==> src/rtl/core/cia_pkg.sv <==
// Package for the checked 32-bit ALU: opcodes, error codes, transaction types.
// Also holds the one-bit restoring divide step used by the back-end pipeline.
// No dependencies.
package cia_pkg;

    localparam int DIV_STAGES = 32;
    localparam int Q_DEPTH    = 4;
    localparam int Q_AW       = $clog2(Q_DEPTH);

    typedef enum logic [2:0] {
        CMD_ADD = 3'd0,
        CMD_SUB = 3'd1,
        CMD_MUL = 3'd2,
        CMD_DIV = 3'd3,
        CMD_SHL = 3'd4,
        CMD_SHR = 3'd5,
        CMD_MOD = 3'd6
    } cmd_e;

    typedef enum logic [1:0] {
        ERR_OK       = 2'd0,
        ERR_OVF      = 2'd1,
        ERR_ZERO     = 2'd2,
        ERR_NEGSHIFT = 2'd3
    } err_e;

    typedef struct packed {
        logic [2:0]  kind;
        err_e        err;
        logic [31:0] res;
        logic        neg_q;
        logic        neg_r;
        logic [31:0] mag_a;
        logic [31:0] mag_b;
    } op_t;

    typedef struct packed {
        op_t         op;
        logic [31:0] rem;
        logic [31:0] quo;
    } stage_t;

    function automatic stage_t div_step(input stage_t s);
        stage_t      t;
        logic [32:0] r;
        t = s;
        r = {s.rem, s.quo[31]};
        t.quo = {s.quo[30:0], 1'b0};
        if (r >= {1'b0, s.op.mag_b})
        begin
            r = r - {1'b0, s.op.mag_b};
            t.quo[0] = 1'b1;
        end
        t.rem = r[31:0];
        return t;
    endfunction

endpackage

==> src/rtl/core/cia_queue.sv <==
// Short FIFO between front and back end so each side stalls on its own.
// Depth from cia_pkg::Q_DEPTH.
module cia_queue
    import cia_pkg::*;
(
    input  logic clk,
    input  logic rst_n,
    input  logic push_valid,
    output logic push_ready,
    input  op_t  push_data,
    output logic pop_valid,
    input  logic pop_ready,
    output op_t  pop_data
);

    op_t             mem [Q_DEPTH];
    logic [Q_AW-1:0] wr_ptr_reg;
    logic [Q_AW-1:0] rd_ptr_reg;
    logic [Q_AW:0]   count_reg;
    logic            push;
    logic            pop;

    assign push_ready = (count_reg != Q_DEPTH[Q_AW:0]);
    assign pop_valid  = (count_reg != '0);
    assign pop_data   = mem[rd_ptr_reg];
    assign push       = push_valid && push_ready;
    assign pop        = pop_valid && pop_ready;

    always_ff @(posedge clk or negedge rst_n)
    begin
        if (!rst_n)
        begin
            wr_ptr_reg <= '0;
            rd_ptr_reg <= '0;
            count_reg  <= '0;
        end
        else
        begin
            if (push)
                wr_ptr_reg <= wr_ptr_reg + 1'b1;
            if (pop)
                rd_ptr_reg <= rd_ptr_reg + 1'b1;
            if (push && !pop)
                count_reg <= count_reg + 1'b1;
            else if (pop && !push)
                count_reg <= count_reg - 1'b1;
        end
    end

    always_ff @(posedge clk)
    begin
        if (push)
            mem[wr_ptr_reg] <= push_data;
    end

endmodule

==> config.mk <==
export PLATFORM = sky130hd
export DESIGN_NAME = cia_queue
export DESIGN_NICKNAME = d
export VERILOG_FILES = /design/src/rtl/core/cia_pkg.sv /design/src/rtl/core/cia_queue.sv
export SDC_FILE = /design/constraint.sdc
export NUM_CORES = 1
export LEC_CHECK = 0
export BUFFER_PORTS_ARGS = -buffer_cell sky130_fd_sc_hd__buf_4
export CELL_PAD_IN_SITES_DETAIL_PLACEMENT = 0
export CELL_PAD_IN_SITES_GLOBAL_PLACEMENT = 1
export CORE_MARGIN = 2
export CORE_UTILIZATION = 37
export DETAILED_ROUTE_END_ITERATION = 12
export PLACE_DENSITY_LB_ADDON = 0.1
export SKIP_CTS_REPAIR_TIMING = 1
export SYNTH_ARGS = -nofsm -noshare
export SYNTH_HDL_FRONTEND = slang
export SYNTH_SLANG_ARGS = --single-unit
export TNS_END_PERCENT = 1
==> constraint.sdc <==
create_clock -name clk -period 6.2 [get_ports clk]
set_clock_uncertainty 0.2 [all_clocks]
set_input_delay 0.31 -clock clk [delete_from_list [all_inputs] [get_ports clk]]
set_output_delay 0.31 -clock clk [all_outputs]
set_load 0.05 [all_outputs]
Yosys cells after proc, flatten, opt, wreduce, memory -nomap -nowiden
Memories as Yosys holds them, arrays and structs flattened.
Cells that the tools add are included.

word-level totals
  register bits = 7
  memory bits (writable) = 412
  bits of input ports = 107
  output and inout bits = 105
  word-level logic and storage cells = 21
  memories kept = 1

memories
  memory  words  bits a word  rd ports  clocked after Yosys merged registers in  wr ports  line             source
  mem     4      103          1         0                                        1         cia_queue.sv:16  op_t mem [Q_DEPTH];

cells by class
  $add $sub $neg = 4
  eq/ne operators = 1
  multiplexer cells = 4
  reduce and logical (&&, ||, !) cells = 8

operators by type and width
  operator                                                             count
  3-bit two-way mux                                                    2
  2-bit by 1-bit adder with 2-bit output (second input constant)       2
  1-bit logical AND                                                    4
  3-bit by 1-bit adder with 3-bit output (second input constant)       1
  3-bit inequality test (second input constant)                        1
  3-bit nonzero test                                                   1
  3-bit by 1-bit subtractor with 3-bit output (second input constant)  1
  1-bit logical NOT                                                    2
  1-bit two-way mux                                                    2
  2-bit nonzero test                                                   1

Logic depth before layout (Yosys ltp)
Gate-level depths: netlist of run 1.

  depth in word-level cells = 6
  gate-level depth with buffers = 8

Least setup slack after synthesis of run 1
OpenSTA, ideal clock, no wires.

  kind = reg2reg
  start point = reg count_reg[0]
  end point = mem mem[0][0] in the netlist's numbering, enable pin
  setup time = 0.474 ns
  arrival = 3.156 ns
  data required time = 5.526 ns
  slack = 2.370 ns
  stages on the path, launching flop included = 4
  buffers on the path = 0
  cell sequence = dfrtp_1 > nor2_1 > a21boi_2 > and2_1

on the way
  cells in the longest elaborated chain, start to end = 4

ends and longest elaborated chain
  element                                  line             source
  start: declaration                       cia_queue.sv:19  logic [Q_AW:0] count_reg;
  start signal: assignment                 cia_queue.sv:44  count_reg <= count_reg + 1'b1;
  start signal: assignment                 cia_queue.sv:46  count_reg <= count_reg - 1'b1;
  3-bit inequality test                    cia_queue.sv:23  assign push_ready = (count_reg != Q_DEPTH[Q_AW:0]);
  1-bit logical AND                        cia_queue.sv:26  assign push = push_valid && push_ready;
  net push                                 cia_queue.sv:20  logic push;
  1-bit two-way mux                        cia_queue.sv:52  if (push)
  1-bit two-way mux (not written as such)  cia_queue.sv:53  mem[wr_ptr_reg] <= push_data;
  end: declaration                         cia_queue.sv:16

The timed path passes the listed nets, and every way through them passes these cells.

==> results.rst, run 1 <==
.. list-table::
   :header-rows: 1

   * - Metric
     - Value
   * - Outcome
     - complete, no violations
   * - CTS tree
     - built
   * - Setup-violating endpoint count in the final report
     - 0
   * - Number of maximum-capacitance violations
     - 0
   * - Wire length of the first global-routing pass
     - 47500 um
   * - Cell Pwr Density
     - 540 nW/um^2
   * - Post-synthesis cell type with the largest combined area
     - sky130_fd_sc_hd__edfxtp_1
   * - Slowest stage cell, crit path
     - sky130_fd_sc_hd__dfrtp_4
   * - Main combinational cell family by area after synthesis
     - multiplexers
   * - Proportion of netlist area held by the largest area contributor
     - 0.810
   * - Diodes inserted
     - 0
   * - Synthesis-stage register bit count
     - 419
   * - Proportion of synthesized chip area in sequential cells
     - 0.821
   * - Number of top-level design ports
     - 212
   * - Top cell by count, worst path
     - sky130_fd_sc_hd__buf_4
   * - Horiz. Die Dim
     - 207 um
   * - RSZ-0062 raised after global routing
     - false
   * - Arithmetic-cell share of the synthesized area counting full adders, half adders and majority gates
     - 0.00540
   * - Area of the mapped netlist
     - approximately 15000 sq um
   * - Critical path, cell by cell
     - buf_4 -> mux4_2 -> buf_4
   * - Number of distinct library cells after synthesis
     - 20
   * - Post-detailed-route wirelength per cell
     - ~21 um
   * - Share of cell area taken by muxes after synthesis
     - 0.153
   * - Antenna violations before repair
     - 0
   * - Core Footprint
     - 40800 sq um
   * - Crit path required time
     - between 5 and 6 ns
   * - Skew-Pair Late Insertion Delay
     - 0.54 ns
   * - GRT Util Overall
     - 0.147
   * - Total number of clock tree sinks
     - 419
   * - Vias in the first global route
     - 7669
   * - Transition time of the tightest slew-check pin
     - 1.19 ns
   * - Avg Cell Area, Syn
     - about 27 sq um
   * - Tmin final
     - around 3.7 ns
   * - Maximum clock path buffer count
     - 3
   * - Post-Layout Cell Count
     - 1483
   * - Hold path start
     - push_valid
   * - Clk slew on worst S/H paths
     - 0.06 ns
   * - Y dimension of the die
     - 207 um
   * - Worst Hold Slack
     - just under 0.06 ns
   * - Max-slew violations
     - 0
   * - Routed WL
     - 31600 um
   * - Remaining number of nets flagged by the antenna check after routing
     - 0
   * - Nets
     - 1034
   * - DRT iter0 DRCs
     - around 360
   * - Global placement routability congestion
     - 0.717
   * - Leak pwr
     - 0.00681 uW
   * - Initial core utilization
     - 0.374
   * - Data arrival time of the worst path
     - 3.19 ns
   * - Number of buffers added by the clock tree synthesis step
     - 45
   * - Startpoint class of the critical path
     - register
   * - Average via count per standard cell
     - 4.83
   * - Largest register FFs
     - 412
   * - HPWL Detailed
     - about 18000 um
   * - Setup ws final
     - 2.50 ns
   * - Critical setup path kind
     - reg2out
   * - Post-route setup TNS
     - 0 ns
   * - Count of synthesis-stage warnings from yosys
     - 0
   * - Post-Syn Nets
     - a little under 700
   * - Fraction of the mapped netlist area in compound gates
     - 0.000737
   * - Root cell of the clock tree
     - sky130_fd_sc_hd__clkbuf_16
   * - Critical path fanouts, max
     - 43
   * - Synthesized-area fraction occupied by xor and xnor cells
     - 0.00344
   * - Number of cells in the design after placement
     - 1300
   * - Highest attainable clock frequency
     - 0.271 GHz
   * - Pin count of the biggest net entering global routing
     - 75
   * - Synthesized instance count
     - 574
   * - Final cell utilization of the core
     - 0.487
   * - Min-Delay Path Class
     - in2reg
   * - Ratio of cells with drive above 1 in the final layout
     - 0.413
   * - GRT Residual Overflow
     - 0
   * - Largest stage delay on the critical path
     - 1.05 ns
   * - Worst setup slack before clock tree synthesis
     - ~2.9 ns
   * - Headroom to the max-slew limit
     - 0.206
   * - DRC
     - 0
   * - DR pass1 iterations
     - 4
   * - Post-Synth Simple-Gate Area
     - 0.00336
   * - Row count
     - between 70 and 80
   * - Synthesis-to-finish area growth
     - 30.1%
   * - Input/output buffers
     - 211
   * - Launch point of the critical path
     - rd_ptr_reg[0]$_DFFE_PN0P_
   * - Reg2reg start
     - count_reg[0]$_DFFE_PN0P_
   * - Die outline area
     - 42900 sq um
   * - VDD IR max
     - ~0.32 mV
   * - CTS H-tree depth
     - 2
   * - Share of the cycle needed by the critical path after routing
     - 0.596
   * - Crit. End Element
     - output port
   * - Total number of vias
     - 7169
   * - Top post-synthesis cells by area
     - sky130_fd_sc_hd__edfxtp_1 (81%), sky130_fd_sc_hd__mux4_2 (15%), sky130_fd_sc_hd__dfrtp_1 (1.1%), sky130_fd_sc_hd__buf_8 (0.49%), sky130_fd_sc_hd__buf_2 (0.43%)
   * - Final hold violations
     - 0
-- stage by stage --
stage	instance area, sq um	power (uW)
2_1_floorplan	15300	7060
3_3_place_gp	17400	8230
3_5_place_dp	17400	8290
4_1_cts	18800	10900
5_1_grt	19900	11200
6_report	19900	10700
-- worst max-delay path: cells and delay by family (launching register included) --
kind | cells | cell delay (ns)
buffers and inverters | 2 | 0.94
flip-flops | 1 | 1.05
multiplexers | 1 | 0.61
-- layout make-up --
| cell class | count | area (sq um) |
|---|---|---|
| clock inverters | 28 | 262 |
| multi-input cells | 128 | 2550 |
| fillers | 3334 | 21000 |
| well taps | 532 | 666 |
| flip-flops and latches | 419 | 12600 |
| inverters | 3 | 11.3 |
| repair buffers | 324 | 2700 |
| clock buffers | 49 | 1140 |
-- path summary, 6_finish.rpt --
kind                                             end  slack [ns]  depth (start not counted)
max                                     pop_data[23]        2.50                          3
min                        wr_ptr_reg[0]$_DFFE_PN0P_        0.06                          3
max reg2reg                     mem[1][93]$_DFFE_PP_        3.09                          4
min reg2reg                 count_reg[0]$_DFFE_PN0P_        0.36                          1
max in group asynchronous  rd_ptr_reg[1]$_DFFE_PN0P_        4.97                          3
min in group asynchronous  rd_ptr_reg[0]$_DFFE_PN0P_        0.54                          3
-- cell families (layout without fill, tap and decap cells) --
family                     after synthesis  in the layout
AOI/OAI and AO/OA                        1              1
buffers and inverters                   27            404
DFF                                    419            419
muxes                                  105            105
xor gates and xnor gates                 6              6
adders and majority gates                6              6
and+or+nand+nor                         10             10
-- synth_stat cells --
library cell	count
sky130_fd_sc_hd__buf_8	5
sky130_fd_sc_hd__xor2_1	2
sky130_fd_sc_hd__xnor2_1	4
sky130_fd_sc_hd__nand2_1	2
sky130_fd_sc_hd__buf_2	13
sky130_fd_sc_hd__clkbuf_1	3
sky130_fd_sc_hd__mux2_2	2
sky130_fd_sc_hd__fa_1	1
sky130_fd_sc_hd__a21boi_2	1
sky130_fd_sc_hd__nor2_1	2
sky130_fd_sc_hd__buf_6	2
sky130_fd_sc_hd__ha_1	5
sky130_fd_sc_hd__dfrtp_1	7
sky130_fd_sc_hd__or3_1	1
sky130_fd_sc_hd__inv_1	3
sky130_fd_sc_hd__and2_1	4
sky130_fd_sc_hd__buf_4	1
sky130_fd_sc_hd__nand3_1	1
sky130_fd_sc_hd__edfxtp_1	412
sky130_fd_sc_hd__mux4_2	103
-- power by group --
part / internal, uW / total (uW) / switching [uW]
logic: 1430 / 4110 / 2680
registers: 3750 / 4070 / 320
clock network: 1530 / 2550 / 1020
-- per-layer routing --
layer | routed length [um] | up-vias | global-route usage
met4 | 660 | 0 | 0.0490
li1 | - | 3170 | -
met1 | 13200 | 3760 | 0.186
met3 | 1750 | 50 | 0.0398
met2 | 15900 | 189 | 0.245
met5 | 0 | - | 0
-- layout by cell type (no fill, tap or decap) --
| cell type | netlist | layout |
|---|---|---|
| sky130_fd_sc_hd__edfxtp_1 | 412 | 412 |
| sky130_fd_sc_hd__buf_4 | 1 | 218 |
| sky130_fd_sc_hd__dlygate4sd3_1 | 0 | 106 |
| sky130_fd_sc_hd__mux4_2 | 103 | 103 |
| sky130_fd_sc_hd__clkbuf_16 | 0 | 45 |
| sky130_fd_sc_hd__clkinv_1 | 0 | 10 |
| sky130_fd_sc_hd__clkinv_2 | 0 | 10 |
| sky130_fd_sc_hd__ha_1 | 5 | 5 |
| sky130_fd_sc_hd__bufinv_16 | 0 | 5 |
| sky130_fd_sc_hd__dfrtp_1 | 7 | 5 |
| sky130_fd_sc_hd__and2_4 | 0 | 4 |
| sky130_fd_sc_hd__xnor2_1 | 4 | 4 |
| sky130_fd_sc_hd__clkbuf_1 | 3 | 4 |
| sky130_fd_sc_hd__inv_1 | 3 | 3 |
| sky130_fd_sc_hd__nor2_1 | 2 | 2 |
| sky130_fd_sc_hd__nand2_1 | 2 | 2 |
| sky130_fd_sc_hd__mux2_2 | 2 | 2 |
| sky130_fd_sc_hd__xor2_1 | 2 | 2 |
| sky130_fd_sc_hd__clkinvlp_4 | 0 | 2 |
| sky130_fd_sc_hd__dfrtp_4 | 0 | 2 |
| sky130_fd_sc_hd__a21boi_2 | 1 | 1 |
| sky130_fd_sc_hd__or3_1 | 1 | 1 |
| sky130_fd_sc_hd__nand3_1 | 1 | 1 |
| sky130_fd_sc_hd__fa_1 | 1 | 1 |
| sky130_fd_sc_hd__inv_6 | 0 | 1 |
Power figures use the tool's default switching activity.
==> inputs of run 2 (changes only) <==
- clock period: 6.2 -> 3.5 ns (I/O delays scaled with it)
==> results.rst, run 2 (synthesis results as in run 1) <==
.. list-table::
   :header-rows: 1

   * - Metric
     - Value
   * - Setup-violating endpoint count in the final report
     - 0
   * - Post-detailed-route wirelength per cell
     - 21.4 um
   * - Critical path fanouts, max
     - 46
   * - Slowest stage cell, crit path
     - sky130_fd_sc_hd__dfrtp_4
   * - Number of cells in the design after placement
     - ~1300
   * - Skew-Pair Late Insertion Delay
     - 0.54 ns
   * - CTS H-tree depth
     - 2
   * - Final hold violations
     - 0
   * - Clk pwr share
     - 0.220
   * - Data arrival time of the worst path
     - 2.51 ns
   * - Horiz. Die Dim
     - 207 um
   * - Max-slew violations
     - 0
   * - Global placement routability congestion
     - roughly 0.73
   * - Commonest non-fill, non-tap cell in the layout
     - sky130_fd_sc_hd__edfxtp_1
   * - Largest register FFs
     - around 410
   * - Average via count per standard cell
     - 4.86
   * - Routed WL
     - 31900 um
   * - VDD IR max
     - 0.523 mV
   * - Critical path, cell by cell
     - buf_12 -> mux4_2 -> buf_4
   * - Vias in the first global route
     - 7619
   * - DRC
     - 0
   * - Post-Layout Cell Count
     - 1490
   * - Top library cells by usage in the layout, fill and taps aside
     - sky130_fd_sc_hd__edfxtp_1 (412), sky130_fd_sc_hd__buf_4 (215), sky130_fd_sc_hd__dlygate4sd3_1 (107)
   * - Antenna violations before repair
     - 3
   * - RSZ-0062 raised after global routing
     - false
   * - Post-layout power
     - around 19000 uW
   * - Crit. End Element
     - output port
   * - Y dimension of the die
     - 207 um
   * - Outcome
     - complete, no violations
   * - Initial core utilization
     - 0.374
   * - Root cell of the clock tree
     - sky130_fd_sc_hd__clkbuf_16
   * - Wire length of the first global-routing pass
     - 47700 um
   * - Min-Delay Path Class
     - in2reg
   * - Largest stage delay on the critical path
     - 0.91 ns
   * - Total number of clock tree sinks
     - 419
   * - Number of top-level design ports
     - 212
   * - Synthesis-to-finish area growth
     - 30.5%
   * - Input/output buffers
     - 211
   * - Headroom to the max-slew limit
     - 0.491
   * - Switch Pwr
     - 7090 uW
   * - GRT Util Overall
     - 0.148
   * - Critical setup path kind
     - reg2out
   * - Transition time of the tightest slew-check pin
     - 0.763 ns
   * - CTS tree
     - built
   * - Remaining number of nets flagged by the antenna check after routing
     - 0
   * - Post-layout instance area
     - 19900 sq um
   * - Share of the cycle needed by the critical path after routing
     - 0.825
   * - Die outline area
     - 42900 sq um
   * - Maximum clock path buffer count
     - 3
   * - GRT Residual Overflow
     - 0
   * - Nets
     - 1041
   * - Clk slew on worst S/H paths
     - ~0.06 ns
   * - Cell Pwr Density
     - 942 nW/um^2
   * - Leak pwr
     - 0.00681 uW
   * - Switching share of power
     - 0.378
   * - CP delay by family, top
     - flip-flops
   * - Highest attainable clock frequency
     - 0.346 GHz
   * - Core Footprint
     - a little over 40000 sq um
   * - Buf/Inv on CP
     - 2
   * - Crit path required time
     - between 3 and 4 ns
   * - Ratio of cells with drive above 1 in the final layout
     - 0.408
   * - Number of maximum-capacitance violations
     - 0
   * - Total number of vias
     - about 7200
   * - Post-route setup TNS
     - 0 ns
   * - Final cell utilization of the core
     - 0.488
   * - Sequential Power Share
     - 0.372
   * - Post-placement cell area
     - 17600 sq um
   * - Tmin final
     - ~2.9 ns
   * - Number of fill cells in the layout
     - between 3000 and 4000
   * - Number of buffers added by the clock tree synthesis step
     - 44
   * - Row count
     - 74
   * - Internal Dissipation
     - 11700 uW
   * - DR pass1 iterations
     - 4
   * - Pin count of the biggest net entering global routing
     - 104
   * - Part of the total power dissipated in combinational logic
     - 0.408
   * - Startpoint class of the critical path
     - register
   * - Multi-input gate area
     - ~2500 sq um
   * - Sequential standard cell area
     - 12600 sq um
   * - DRT iter0 DRCs
     - 368
==> run 2: final cells by class <==
| class | count | area share |
|---|---|---|
| Clock inverter | 11 | 0.00264 |
| Antenna cell | 3 | 0.000377 |
| Inverter | 3 | 0.000565 |
| Multi-Input combinational cell | 128 | 0.128 |
| Sequential cell | 419 | 0.630 |
| Timing Repair Buffer | 332 | 0.145 |
| Tap cell | 532 | 0.0334 |
| Clock buffer | 62 | 0.0607 |
==> run 2: path summary, 6_finish.rpt <==
path	from	end	slack, ns	cells past startpoint
hold reg to reg	count_reg[2]$_DFFE_PN0P_	count_reg[2]$_DFFE_PN0P_	0.34	1
setup reg to reg	count_reg[0]$_DFFE_PN0P_	mem[1][48]$_DFFE_PP_	1.12	4
hold / removal	push_data[85]	mem[2][85]$_DFFE_PP_	0.17	2
max in group asynchronous	rst_n	rd_ptr_reg[1]$_DFFE_PN0P_	2.39	3
setup / recovery	rd_ptr_reg[1]$_DFFE_PN0P_	pop_data[63]	0.61	3
min in group asynchronous	rst_n	count_reg[1]$_DFFE_PN0P_	0.41	3
==> run 2: stage by stage <==
step / hold slack [ns] / worst slack, ns
floorplan: -0.321 / -0.330
finish: 0.171 / 0.612
detailed placement: -0.201 / 1.08
CTS: -0.810 / 0.497
global placement: -0.207 / 1.14
global route: 0.154 / 0.464
==> run 2: layer usage <==
metal / global-route usage / vias up / share of wire
li1: - / 3189 / -
met1: 0.186 / 3835 / 0.43
met2: 0.245 / 180 / 0.50
met3: 0.0483 / 33 / 0.059
met4: 0.0463 / 0 / 0.018
met5: 0 / - / 0
==> run 2: power by group through the flow <==
stage          Sequential, uW  Clock, uW  Combinational [uW]
6_report                 6980       4130                7660
5_1_grt                  7080       4460                8070
4_1_cts                  7000       4290                7740
3_5_place_dp             7110          0                7730
3_3_place_gp             7040          0                7690
2_1_floorplan            6950          0                5550
